<file path="src/hdl/hsl2r_pkg.sv">
package hsl2r_pkg;

    // input ranges
    localparam logic [8:0] FULL_DEG = 9'd360;
    localparam logic [6:0] FULL_PCT = 7'd100;
    localparam logic [6:0] HALF_PCT = 7'd50;

    // sextant boundaries in degrees
    localparam logic [8:0] DEG_60  = 9'd60;
    localparam logic [8:0] DEG_120 = 9'd120;
    localparam logic [8:0] DEG_180 = 9'd180;
    localparam logic [8:0] DEG_240 = 9'd240;
    localparam logic [8:0] DEG_300 = 9'd300;

    // sextant codes
    localparam logic [2:0] SEXT_0 = 3'd0;
    localparam logic [2:0] SEXT_1 = 3'd1;
    localparam logic [2:0] SEXT_2 = 3'd2;
    localparam logic [2:0] SEXT_3 = 3'd3;
    localparam logic [2:0] SEXT_4 = 3'd4;
    localparam logic [2:0] SEXT_5 = 3'd5;

    // scale factors from the 1/100 to the 1/10000 grid and from there to the 1/600000 grid
    localparam logic [13:0] PCT_SCALE  = 14'd100;
    localparam logic [19:0] SEXT_SCALE = 20'd60;

    // 31 * ceil(2^44 / 600000): floor(31 * num / 600000) for num up to 600000
    localparam logic [29:0] CHAN_RECIP  = 30'd908929641;
    localparam int          RECIP_SHIFT = 44;

    // register stages between input and output
    localparam logic [2:0] PIPE_DEPTH = 3'd5;

    // after hue wrap, clamp and sextant split
    typedef struct packed {
        logic [2:0] sext;
        logic [5:0] frac;
        logic [6:0] sat;
        logic [6:0] lum;
    } t_front;

    // v = base + t, m = base - t, over 10000
    typedef struct packed {
        logic [2:0]  sext;
        logic [5:0]  frac;
        logic [13:0] base;
        logic [12:0] t;
    } t_chroma;

    // v, m and the ramp step over 600000
    typedef struct packed {
        logic [2:0]  sext;
        logic [19:0] v60;
        logic [19:0] m60;
        logic [19:0] d;
    } t_span;

    // channel numerators over 600000
    typedef struct packed {
        logic [19:0] r;
        logic [19:0] g;
        logic [19:0] b;
    } t_num;

endpackage

</file>
<file path="src/hdl/hsl2r_if.sv">
interface hsl2r_hsl_if;
    logic       valid;
    logic       ready;
    logic [8:0] hue_deg;
    logic [6:0] saturation_pct;
    logic [6:0] lightness_pct;

    modport source (output valid, output hue_deg, output saturation_pct,
                    output lightness_pct, input ready);
    modport sink   (input valid, input hue_deg, input saturation_pct,
                    input lightness_pct, output ready);
endinterface

interface hsl2r_rgb_if;
    logic       valid;
    logic       ready;
    logic [4:0] red_out;
    logic [4:0] green_out;
    logic [4:0] blue_out;

    modport source (output valid, output red_out, output green_out,
                    output blue_out, input ready);
    modport sink   (input valid, input red_out, input green_out,
                    input blue_out, output ready);
endinterface

</file>
<file path="src/hdl/hsl2r_front.sv">
module hsl2r_front import hsl2r_pkg::*; (
    input  logic       i_clk,
    input  logic       i_rst_n,
    input  logic       i_valid,
    input  logic [8:0] i_hue_deg,
    input  logic [6:0] i_saturation_pct,
    input  logic [6:0] i_lightness_pct,
    output logic       o_ready,
    output logic       o_valid,
    output t_chroma    o_data,
    input  logic       i_ready
);

    logic       r_v1;
    t_front     r_d1;
    t_front     n_d1;
    logic       r_v2;
    t_chroma    n_d2;
    t_chroma    r_d2;
    logic       s1_ready;
    logic       s2_ready;
    logic [8:0] hue_w;
    logic [8:0] sext_off;
    logic [6:0] lum_arm;
    logic [13:0] prod;

    // per-stage ready fills bubbles
    assign s2_ready = !r_v2 || i_ready;
    assign s1_ready = !r_v1 || s2_ready;
    assign o_ready  = s1_ready;

    // hue wrap, clamp and sextant split
    always_comb begin
        hue_w = (i_hue_deg >= FULL_DEG) ? i_hue_deg - FULL_DEG : i_hue_deg;
        priority if (hue_w >= DEG_300) begin
            n_d1.sext = SEXT_5;
            sext_off  = DEG_300;
        end else if (hue_w >= DEG_240) begin
            n_d1.sext = SEXT_4;
            sext_off  = DEG_240;
        end else if (hue_w >= DEG_180) begin
            n_d1.sext = SEXT_3;
            sext_off  = DEG_180;
        end else if (hue_w >= DEG_120) begin
            n_d1.sext = SEXT_2;
            sext_off  = DEG_120;
        end else if (hue_w >= DEG_60) begin
            n_d1.sext = SEXT_1;
            sext_off  = DEG_60;
        end else begin
            n_d1.sext = SEXT_0;
            sext_off  = 9'd0;
        end
        n_d1.frac = 6'(hue_w - sext_off);
        n_d1.sat  = (i_saturation_pct > FULL_PCT) ? FULL_PCT : i_saturation_pct;
        n_d1.lum  = (i_lightness_pct > FULL_PCT) ? FULL_PCT : i_lightness_pct;
    end

    // chroma term: t = s * min(l, 100 - l)
    always_comb begin
        lum_arm     = (r_d1.lum <= HALF_PCT) ? r_d1.lum : FULL_PCT - r_d1.lum;
        prod        = 14'(r_d1.sat) * 14'(lum_arm);
        n_d2.sext   = r_d1.sext;
        n_d2.frac   = r_d1.frac;
        n_d2.base   = 14'(r_d1.lum) * PCT_SCALE;
        n_d2.t      = prod[12:0];
    end

    // stage registers
    always_ff @(posedge i_clk) begin
        if (!i_rst_n) begin
            r_v1 <= 1'b0;
            r_v2 <= 1'b0;
        end else begin
            if (s1_ready) begin
                r_v1 <= i_valid;
            end
            if (s2_ready) begin
                r_v2 <= r_v1;
            end
        end
    end

    always_ff @(posedge i_clk) begin
        if (s1_ready && i_valid) begin
            r_d1 <= n_d1;
        end
        if (s2_ready && r_v1) begin
            r_d2 <= n_d2;
        end
    end

    assign o_valid = r_v2;
    assign o_data  = r_d2;

endmodule

</file>
<file path="src/hdl/hsl2r_mix.sv">
module hsl2r_mix import hsl2r_pkg::*; (
    input  logic    i_clk,
    input  logic    i_rst_n,
    input  logic    i_valid,
    input  t_chroma i_data,
    output logic    o_ready,
    output logic    o_valid,
    output t_num    o_data,
    input  logic    i_ready
);

    logic        r_v3;
    t_span       r_d3;
    t_span       n_d3;
    logic        r_v4;
    t_num        r_d4;
    t_num        n_d4;
    logic        s3_ready;
    logic        s4_ready;
    logic [13:0] v_pct;
    logic [13:0] m_pct;
    logic [19:0] mid1;
    logic [19:0] mid2;

    assign s4_ready = !r_v4 || i_ready;
    assign s3_ready = !r_v3 || s4_ready;
    assign o_ready  = s3_ready;

    // v and m on the common grid, ramp step (v - m) * frac / 60
    always_comb begin
        v_pct    = i_data.base + 14'(i_data.t);
        m_pct    = i_data.base - 14'(i_data.t);
        n_d3.sext = i_data.sext;
        n_d3.v60  = 20'(v_pct) * SEXT_SCALE;
        n_d3.m60  = 20'(m_pct) * SEXT_SCALE;
        n_d3.d    = 20'({i_data.t, 1'b0}) * 20'(i_data.frac);
    end

    // rising and falling ramps, channel routing by sextant
    always_comb begin
        mid1 = r_d3.m60 + r_d3.d;
        mid2 = r_d3.v60 - r_d3.d;
        unique case (r_d3.sext)
            SEXT_0: begin
                n_d4.r = r_d3.v60; n_d4.g = mid1;      n_d4.b = r_d3.m60;
            end
            SEXT_1: begin
                n_d4.r = mid2;     n_d4.g = r_d3.v60;  n_d4.b = r_d3.m60;
            end
            SEXT_2: begin
                n_d4.r = r_d3.m60; n_d4.g = r_d3.v60;  n_d4.b = mid1;
            end
            SEXT_3: begin
                n_d4.r = r_d3.m60; n_d4.g = mid2;      n_d4.b = r_d3.v60;
            end
            SEXT_4: begin
                n_d4.r = mid1;     n_d4.g = r_d3.m60;  n_d4.b = r_d3.v60;
            end
            default: begin
                n_d4.r = r_d3.v60; n_d4.g = r_d3.m60;  n_d4.b = mid2;
            end
        endcase
    end

    // stage registers
    always_ff @(posedge i_clk) begin
        if (!i_rst_n) begin
            r_v3 <= 1'b0;
            r_v4 <= 1'b0;
        end else begin
            if (s3_ready) begin
                r_v3 <= i_valid;
            end
            if (s4_ready) begin
                r_v4 <= r_v3;
            end
        end
    end

    always_ff @(posedge i_clk) begin
        if (s3_ready && i_valid) begin
            r_d3 <= n_d3;
        end
        if (s4_ready && r_v3) begin
            r_d4 <= n_d4;
        end
    end

    assign o_valid = r_v4;
    assign o_data  = r_d4;

endmodule

</file>
<file path="src/hdl/hsl2r_scale.sv">
module hsl2r_scale import hsl2r_pkg::*; (
    input  logic       i_clk,
    input  logic       i_rst_n,
    input  logic       i_valid,
    input  t_num       i_data,
    output logic       o_ready,
    output logic       o_valid,
    output logic [4:0] o_red_out,
    output logic [4:0] o_green_out,
    output logic [4:0] o_blue_out,
    input  logic       i_ready
);

    logic        r_v5;
    logic [4:0]  r_red;
    logic [4:0]  r_green;
    logic [4:0]  r_blue;
    logic        s5_ready;
    logic [49:0] prod_r;
    logic [49:0] prod_g;
    logic [49:0] prod_b;

    assign s5_ready = !r_v5 || i_ready;
    assign o_ready  = s5_ready;

    // floor(31 * num / 600000) by reciprocal multiply, exact over the range
    always_comb begin
        prod_r = 50'(i_data.r) * 50'(CHAN_RECIP);
        prod_g = 50'(i_data.g) * 50'(CHAN_RECIP);
        prod_b = 50'(i_data.b) * 50'(CHAN_RECIP);
    end

    // output register
    always_ff @(posedge i_clk) begin
        if (!i_rst_n) begin
            r_v5 <= 1'b0;
        end else if (s5_ready) begin
            r_v5 <= i_valid;
        end
    end

    always_ff @(posedge i_clk) begin
        if (s5_ready && i_valid) begin
            r_red   <= prod_r[RECIP_SHIFT +: 5];
            r_green <= prod_g[RECIP_SHIFT +: 5];
            r_blue  <= prod_b[RECIP_SHIFT +: 5];
        end
    end

    assign o_valid     = r_v5;
    assign o_red_out   = r_red;
    assign o_green_out = r_green;
    assign o_blue_out  = r_blue;

endmodule

</file>
<file path="src/hdl/hsl_to_rgb555_top.sv">
// pipeline: from input transfer to result, through front, mix and scale,
//   one register per stage
// throughput: one color per cycle, every stage takes a new item each cycle;
//   a stall holds the full stages up to the output, bubbles are filled
// reset: i_rst_n synchronous active low clears all stage valid bits,
//   the data registers are not reset
module hsl_to_rgb555_top import hsl2r_pkg::*; (
    input  logic        i_clk,
    input  logic        i_rst_n,
    hsl2r_hsl_if.sink   i_hsl,
    hsl2r_rgb_if.source o_rgb
);

    logic    front_valid;
    t_chroma front_data;
    logic    mix_ready;
    logic    mix_valid;
    t_num    mix_data;
    logic    scale_ready;

    // clamp, sextant split and chroma product
    hsl2r_front u_front (
        .i_clk            (i_clk),
        .i_rst_n          (i_rst_n),
        .i_valid          (i_hsl.valid),
        .i_hue_deg        (i_hsl.hue_deg),
        .i_saturation_pct (i_hsl.saturation_pct),
        .i_lightness_pct  (i_hsl.lightness_pct),
        .o_ready          (i_hsl.ready),
        .o_valid          (front_valid),
        .o_data           (front_data),
        .i_ready          (mix_ready)
    );

    // v, m, ramps and channel routing
    hsl2r_mix u_mix (
        .i_clk   (i_clk),
        .i_rst_n (i_rst_n),
        .i_valid (front_valid),
        .i_data  (front_data),
        .o_ready (mix_ready),
        .o_valid (mix_valid),
        .o_data  (mix_data),
        .i_ready (scale_ready)
    );

    // scale to five bits, output register
    hsl2r_scale u_scale (
        .i_clk       (i_clk),
        .i_rst_n     (i_rst_n),
        .i_valid     (mix_valid),
        .i_data      (mix_data),
        .o_ready     (scale_ready),
        .o_valid     (o_rgb.valid),
        .o_red_out   (o_rgb.red_out),
        .o_green_out (o_rgb.green_out),
        .o_blue_out  (o_rgb.blue_out),
        .i_ready     (o_rgb.ready)
    );

endmodule

</file>
<file path="src/flat_wrapper.sv">
// flat-port wrapper written by rule: the top's interface ports become plain ports
module hsl_to_rgb555_top_flat import hsl2r_pkg::*;
  (i_clk, i_rst_n, i_hsl_valid, i_hsl_hue_deg, i_hsl_saturation_pct, i_hsl_lightness_pct, i_hsl_ready, o_rgb_valid, o_rgb_red_out, o_rgb_green_out, o_rgb_blue_out, o_rgb_ready);
  hsl2r_hsl_if i_hsl_i ();
  hsl2r_rgb_if o_rgb_i ();
  input  logic i_clk;
  input  logic i_rst_n;
  input wire logic [$bits(i_hsl_i.valid)-1:0] i_hsl_valid;
  input wire logic [$bits(i_hsl_i.hue_deg)-1:0] i_hsl_hue_deg;
  input wire logic [$bits(i_hsl_i.saturation_pct)-1:0] i_hsl_saturation_pct;
  input wire logic [$bits(i_hsl_i.lightness_pct)-1:0] i_hsl_lightness_pct;
  output wire logic [$bits(i_hsl_i.ready)-1:0] i_hsl_ready;
  output wire logic [$bits(o_rgb_i.valid)-1:0] o_rgb_valid;
  output wire logic [$bits(o_rgb_i.red_out)-1:0] o_rgb_red_out;
  output wire logic [$bits(o_rgb_i.green_out)-1:0] o_rgb_green_out;
  output wire logic [$bits(o_rgb_i.blue_out)-1:0] o_rgb_blue_out;
  input wire logic [$bits(o_rgb_i.ready)-1:0] o_rgb_ready;
  assign i_hsl_i.valid = i_hsl_valid;
  assign i_hsl_i.hue_deg = i_hsl_hue_deg;
  assign i_hsl_i.saturation_pct = i_hsl_saturation_pct;
  assign i_hsl_i.lightness_pct = i_hsl_lightness_pct;
  assign i_hsl_ready = i_hsl_i.ready;
  assign o_rgb_valid = o_rgb_i.valid;
  assign o_rgb_red_out = o_rgb_i.red_out;
  assign o_rgb_green_out = o_rgb_i.green_out;
  assign o_rgb_blue_out = o_rgb_i.blue_out;
  assign o_rgb_i.ready = o_rgb_ready;
  hsl_to_rgb555_top u_core (.i_clk(i_clk), .i_rst_n(i_rst_n), .i_hsl(i_hsl_i), .o_rgb(o_rgb_i));
endmodule
</file>
<file path="config.mk">
export PLATFORM = sky130hd
export DESIGN_NAME = hsl_to_rgb555_top_flat
export DESIGN_NICKNAME = d
export VERILOG_FILES = /design/src/hdl/hsl2r_pkg.sv /design/src/hdl/hsl2r_if.sv /design/src/hdl/hsl2r_front.sv /design/src/hdl/hsl2r_mix.sv /design/src/hdl/hsl2r_scale.sv /design/src/hdl/hsl_to_rgb555_top.sv /design/src/flat_wrapper.sv
export SDC_FILE = /design/constraint.sdc
export NUM_CORES = 2
export LEC_CHECK = 0
export ABC_AREA = 1
export BUFFER_PORTS_ARGS = -buffer_cell sky130_fd_sc_hd__buf_2
export CORE_MARGIN = 8
export CORE_UTILIZATION = 30
export CTS_BUF_LIST = sky130_fd_sc_hd__clkbuf_16
export DETAILED_ROUTE_END_ITERATION = 12
export PLACE_DENSITY = 0.5
export SLEW_MARGIN = 20
export SYNTH_ARGS = -nofsm -noshare
export SYNTH_HDL_FRONTEND = slang
export SYNTH_SLANG_ARGS = --single-unit
export TNS_END_PERCENT = 5
</file>
<file path="constraint.sdc">
create_clock -name i_clk -period 4.9 [get_ports i_clk]
set_input_delay 0.735 -clock i_clk [delete_from_list [all_inputs] [get_ports i_clk]]
set_output_delay 0.735 -clock i_clk [all_outputs]
set_load 0.01 [all_outputs]
</file>
---- Word-level counts from Yosys, hierarchy flattened ----
Index checks and enable logic that the tools add are counted.
Widths: inputs -> output; s select.
operators by class
  $lt $le $gt $ge ......................... 9
  reduce and logical (&&, ||, !) cells .... 17
  $mul .................................... 8
  multiplexer cells ....................... 12
  add/subtract/negate cells ............... 7
  equal/unequal tests ..................... 4
operators with widths
  kind                    number
  $pmux 60 s5             1
  $mul 20x30->49 const B  3
  $mul 14x4->18 const B   2
  $mux 6                  5
  $add 20x20->20          1
  $sub 20x20->20          1
  $mul 13x6->19           1
  $ge 9x8->1 const B      2
  $ge 9x9->1 const B      2
  $add 14x13->14          1
  $gt 7x7->1 const B      2
  $sub 14x13->14          1
  $mul 7x7->13            1
  $mul 7x5->12 const B    1
  $ge 9x6->1 const B      1
  $ge 9x7->1 const B      1
  $mux 9                  1
  $sub 9x9->9 const B     1
  $le 7x6->1 const B      1
  $mux 7                  1
  $sub 7x7->7 const A     1
  $eq 3x2->1 const B      2
  $sub 6x6->6             1
  $logic_and 1x1->1       5
  other kinds (8)         18
word-level totals
  word-level logic and storage cells ...... 81
  register bits after elaboration ......... 195
  input bits .............................. 27
  output and inout port bits .............. 17

---- Longest topological paths before layout ----
  depth in word-level cells ............... 9
  depth in mapped cells ................... 25
  gate-level depth less buffers ........... 25

---- Cells and area by module ----
A second synthesis with hierarchy kept.
second synthesis, totals
  cells, all modules ...................... 6078
  area total of the unflattened synthesis .. 49432.4 µm²
modules (own cells, without submodules)
  module       cells each  instances  sequential area each (µm²)  area an instance (µm²)
  hsl2r_scale  3744        1          470.5                       30679.4
  hsl2r_mix    1810        1          3463.3                      13842.0
  hsl2r_front  524         1          1751.7                      4911.0

---- Worst setup path after synthesis ----
No wires, ideal clock.
  kind .................................... register to register
  from .................................... reg u_core.u_mix.r_d4 (netlist bit u_core.u_mix.o_data[49])
  to ...................................... reg u_core.u_scale.r_red[3] (netlist: u_core.u_scale.o_red_out[3]), data pin
  path slack .............................. -289 ps
  clock period less this slack ............ 5189 ps
  cell stages (with the launch flop) ...... 20
  library setup time ...................... 253 ps
  buffers on the path ..................... 0
  data required time ...................... 4647 ps
  data arrival time ....................... 4936 ps
  path through ............................ edfxtp_1 > ha_1 > inv_1 > fa_1 > fa_1 > inv_1 > fa_1 > fa_1 > fa_1 > ha_1 > ha_1 > nand2_1 > nor2_1 > nand2_1 > nor2_1 > nand3_1 > nor3_1 > nand2_1 > nand4_1 > nand2_1
on the way
  cells in the longest elaborated chain, start to end .. 1
ends and longest elaborated chain
  item                           RTL line           RTL
  start, declared                hsl2r_mix.sv:16    t_num r_d4;
  start signal, assigned         hsl2r_mix.sv:85    r_d4 <= n_d4;
  $mul 20x30->49                 hsl2r_scale.sv:28  prod_r = 50'(i_data.r) * 50'(CHAN_RECIP);
  net u_core.u_scale.prod_r[47]  hsl2r_scale.sv:19  logic [49:0] prod_r;
  end signal, assigned           hsl2r_scale.sv:44  r_red <= prod_r[RECIP_SHIFT +: 5];
  end, declared                  hsl2r_scale.sv:15  logic [4:0] r_red;
The timed path passes the listed nets, and every way through them passes these cells.
A chain may end at the register's enable or synchronous reset.

---- Worst setup path after layout ----
  from .................................... reg u_core.u_mix.r_d4 (netlist bit u_core.u_mix.o_data[29])
  to ...................................... reg u_core.u_scale.r_green[4] (netlist: u_core.u_scale.o_green_out[4]), data pin
on the way
  cells in the longest elaborated chain, start to end .. 1
ends and longest elaborated chain
  item                           RTL line           RTL
  $mul 20x30->49                 hsl2r_scale.sv:29  prod_g = 50'(i_data.g) * 50'(CHAN_RECIP);
  net u_core.u_scale.prod_g[48]  hsl2r_scale.sv:20  logic [49:0] prod_g;
  end signal, assigned           hsl2r_scale.sv:45  r_green <= prod_g[RECIP_SHIFT +: 5];
  end, declared                  hsl2r_scale.sv:16  logic [4:0] r_green;
The timed path passes the listed nets, and every way through them passes these cells.

==> results by group <==
Synthesis
  – Register bit count reported by yosys: 191
  – Top-area cell type share of the netlist area: 0.291
  – Number of cells produced by synthesis: 5248
  – Number of nets produced by synthesis: 6873
  – Prevailing post-synth register cell: edfxtp_1
  – Area contributors post-synth: fa_1 (29%), ha_1 (25%), edfxtp_1 (12%), inv_1 (11%), nand2_1 (6.5%)
  – Count of warnings emitted by yosys: 0
  – Sequential fraction of the synthesis area: 0.124
  – Largest area contributor in the synthesized netlist: fa_1
  – Fraction of registers with async set or reset after synthesis: 0
  – Number of enable-type register cells in the synthesized netlist: 186
  – Mean area per synthesized cell: 8.77 um2
  – Syn Std Cell Area: 46000 um2
  – Count of cell types in the netlist: 47

Clocking
  – Insertion delay of the later-clocked pin in the worst-skew pair: 0.54 ns
  – Maximum clock insertion buffer count: 2
  – CTS clk-pin slew, worst paths: 0.08 ns
  – Deepest level of the CTS H-tree: 4
  – Clock root buffer master: clkbuf_16
  – Number of buffers created by CTS: 17
  – TritonCTS clock tree: done
  – Clock sink count: 191
  – Post-cts hold buffer count: 0

Critical path
  – CP arrival: 5.51 ns
  – Largest driver fanout on the critical path: 4
  – Crit path required time: 5.18 ns
  – Sort of element at the start of the critical path: flip-flop
  – Endpoint type of the worst setup path: flip-flop
  – Start-to-end type of the worst setup path: flip-flop to flip-flop

Cells and area
  – Fraction of layout cells with a size suffix above 1: 0.184
  – Diode insertion count for antenna repair: 0
  – Sequential Area: 5690 um2
  – Combined area of the multi-input logic cells: 37600 um2
  – Area overhead of the layout relative to synthesis: 22.2%
  – Filler cell count in the final layout: 15600
  – # nets final: 7491
  – Summed area of non-filler cells in the final layout: 56200 um2

Placement
  – Cell Area, Placed: 53100 um2
  – Final weighted congestion in routability-driven placement: 0.943
  – Half-perimeter wire length of the detailed placement result: 123000 um
  – Number of port buffers: 43

Timing
  – Final clock skew: 0.0354 ns
  – Setup WS post-layout: -0.330 ns
  – Number of max-slew violations in the final report: 0
  – Minimum period implied by the final worst setup slack: 5.23 ns
  – Number of endpoints with negative hold slack in the final report: 0
  – Unrepaired setup endpoints after global routing: true
  – Final setup TNS: -3.95 ns
  – Crit share post-route: 1.07
  – Final setup violation count: 15
  – Worst max-slew margin expressed relative to the limit: 0.302
  – Peak Freq: 191 MHz
  – Worst slew pin tran: 1.05 ns

Route
  – Violation count after the first detailed-routing iteration: 2054
  – Total number of vias: 36200
  – ANT nets after route: 0
  – Overall routed net length: 139000 um
  – Drt drc: 0
  – Via-to-Cell Ratio: 4.58
  – Length of the first detailed-routing pass in iterations: 6
  – Detail-routed net length per standard cell: 17.6 um

Job
  – MaxCap Viol Count: 0

Floorplan
  – Initial core utilization: 0.303
  – DIE AREA: 166000 um2
  – Core area: 152000 um2
  – Die Ht: 408 um
  – Std-Cell Rows: 143
  – Die Wd: 408 um
  – Num ports: 44

Run status
  – Run status: finished, violations left
  – Failing checks: negative setup slack

Global route
  – Pin count of the biggest net entering global routing: 38
  – Global-route wire length before repair: 217000 um
  – Gr ovfl total: 0
  – Antenna violations before repair: 1
  – Global-route usage over all layers: 0.166
  – Vias in the first global route: 38700

Worst hold path
  – Path class of the lowest-slack min-delay path: primary input to flip-flop
cell usage after synthesis, drive strengths merged, types with 15 or more instances:
| cell | instances |
|---|---|
| nor2 | 271 |
| edfxtp | 186 |
| nor3 | 31 |
| a21oi | 252 |
| a21o | 26 |
| nand4 | 62 |
| o21bai | 24 |
| nand3 | 222 |
| xor2 | 84 |
| nand3b | 15 |
| a31oi | 17 |
| inv | 1360 |
| ha | 929 |
| clkbuf | 20 |
| nand2 | 807 |
| o21ai | 109 |
| fa | 669 |
| xnor2 | 38 |
| a22oi | 19 |
final cells by class:
cell class                      instances  area share
Clock inverter                         14     0.00316
Multi-Input combinational cell       3661       0.668
Sequential cell                       191       0.101
Clock buffer                           17     0.00756
Timing Repair Buffer                  633      0.0843
Tap cell                             2030      0.0452
Inverter                             1362      0.0910
sequential cells by signal, summed over array words and instances, names as in the netlist, 5 cells and up:
| register | flops |
|---|---|
| u_core.u_scale.o_green_out | 5 |
| u_core.u_front.r_d1 | 14 |
| u_core.u_scale.o_red_out | 5 |
| u_core.u_mix.o_data | 57 |
| u_core.u_front.n_d2 | 9 |
| u_core.u_scale.o_blue_out | 5 |
| u_core.u_front.o_data | 34 |
| u_core.u_mix.r_d3 | 57 |
per-layer routing:
metal | vias to the layer above | wire length (um) | global-route usage
met5 | - | 13 | 0
met4 | 2 | 3280 | 0.0389
met3 | 134 | 6040 | 0.0232
met2 | 689 | 65300 | 0.281
met1 | 17600 | 64300 | 0.224
li1 | 17800 | - | -
cell usage in the layout (no fill, tap or decap), types with 86 or more instances in the layout:
master,n
a21oi_1,209
buf_4,569
edfxtp_1,186
fa_1,643
ha_1,791
ha_4,124
inv_1,1321
nand2_1,746
nand3_1,213
nor2_1,224
o21ai_0,86
per-stage QoR:
step	cells	util	setup slack [ns]	hold WS (ns)
after global routing	7908	0.370	-0.482	0.370
after floorplan	5248	-	-0.0694	0.400
after detailed placement	7811	0.349	-0.607	0.408
final	7908	0.370	-0.330	0.404
after CTS	7869	0.359	-0.328	0.352
after global placement	7811	0.349	-0.607	0.408
final timing paths:
path | start | endpoint | slack (ns) | cells past startpoint
setup reg to reg | u_core.u_mix.o_data[29] | u_core.u_scale.o_green_out[4] | -0.33 | 18
setup / recovery | u_core.u_mix.o_data[29] | u_core.u_scale.o_green_out[4] | -0.33 | 18
hold reg to reg | u_core.u_front.n_d2[31] | u_core.u_front.o_data[31] | 0.43 | 0
hold / removal | i_hsl_lightness_pct[6] | u_core.u_front.r_d1[6] | 0.40 | 1
worst max-delay path, stage by stage, from the launching register on:
cell and delay, ns:
edfxtp_1 0.43, buf_4 0.16, inv_1 0.10, ha_4 0.23, fa_1 0.53, inv_1 0.10, fa_1 0.47, fa_1 0.57
fa_1 0.44, fa_1 0.54, ha_4 0.22, ha_4 0.28, nand4_1 0.12, nor2_1 0.12, nand2_1 0.13, nor4_1 0.30
nand2_1 0.11, nand4_1 0.10, nand2_1 0.05
timing repair:
action	4_1_cts	5_1_grt
setup buffers	27	41
setup endpoints to repair	18	32
pin swaps	60	124
hold endpoints to repair	0	0
gates resized for setup	144	257
cell families after synthesis:
logic type,count (synthesis),share of synthesized area
XOR/XNOR,123,0.0237
adder cells (fa/ha/maj),1598,0.544
AND/OR/NAND/NOR,1440,0.132
AO/OA/AOI/OAI,500,0.0622
flip-flops,191,0.124
buffers and inverters,1396,0.114
Power is left out: the tool's default activity adds up to more than one toggle a clock period on the data nets, which glitch-free logic cannot reach.
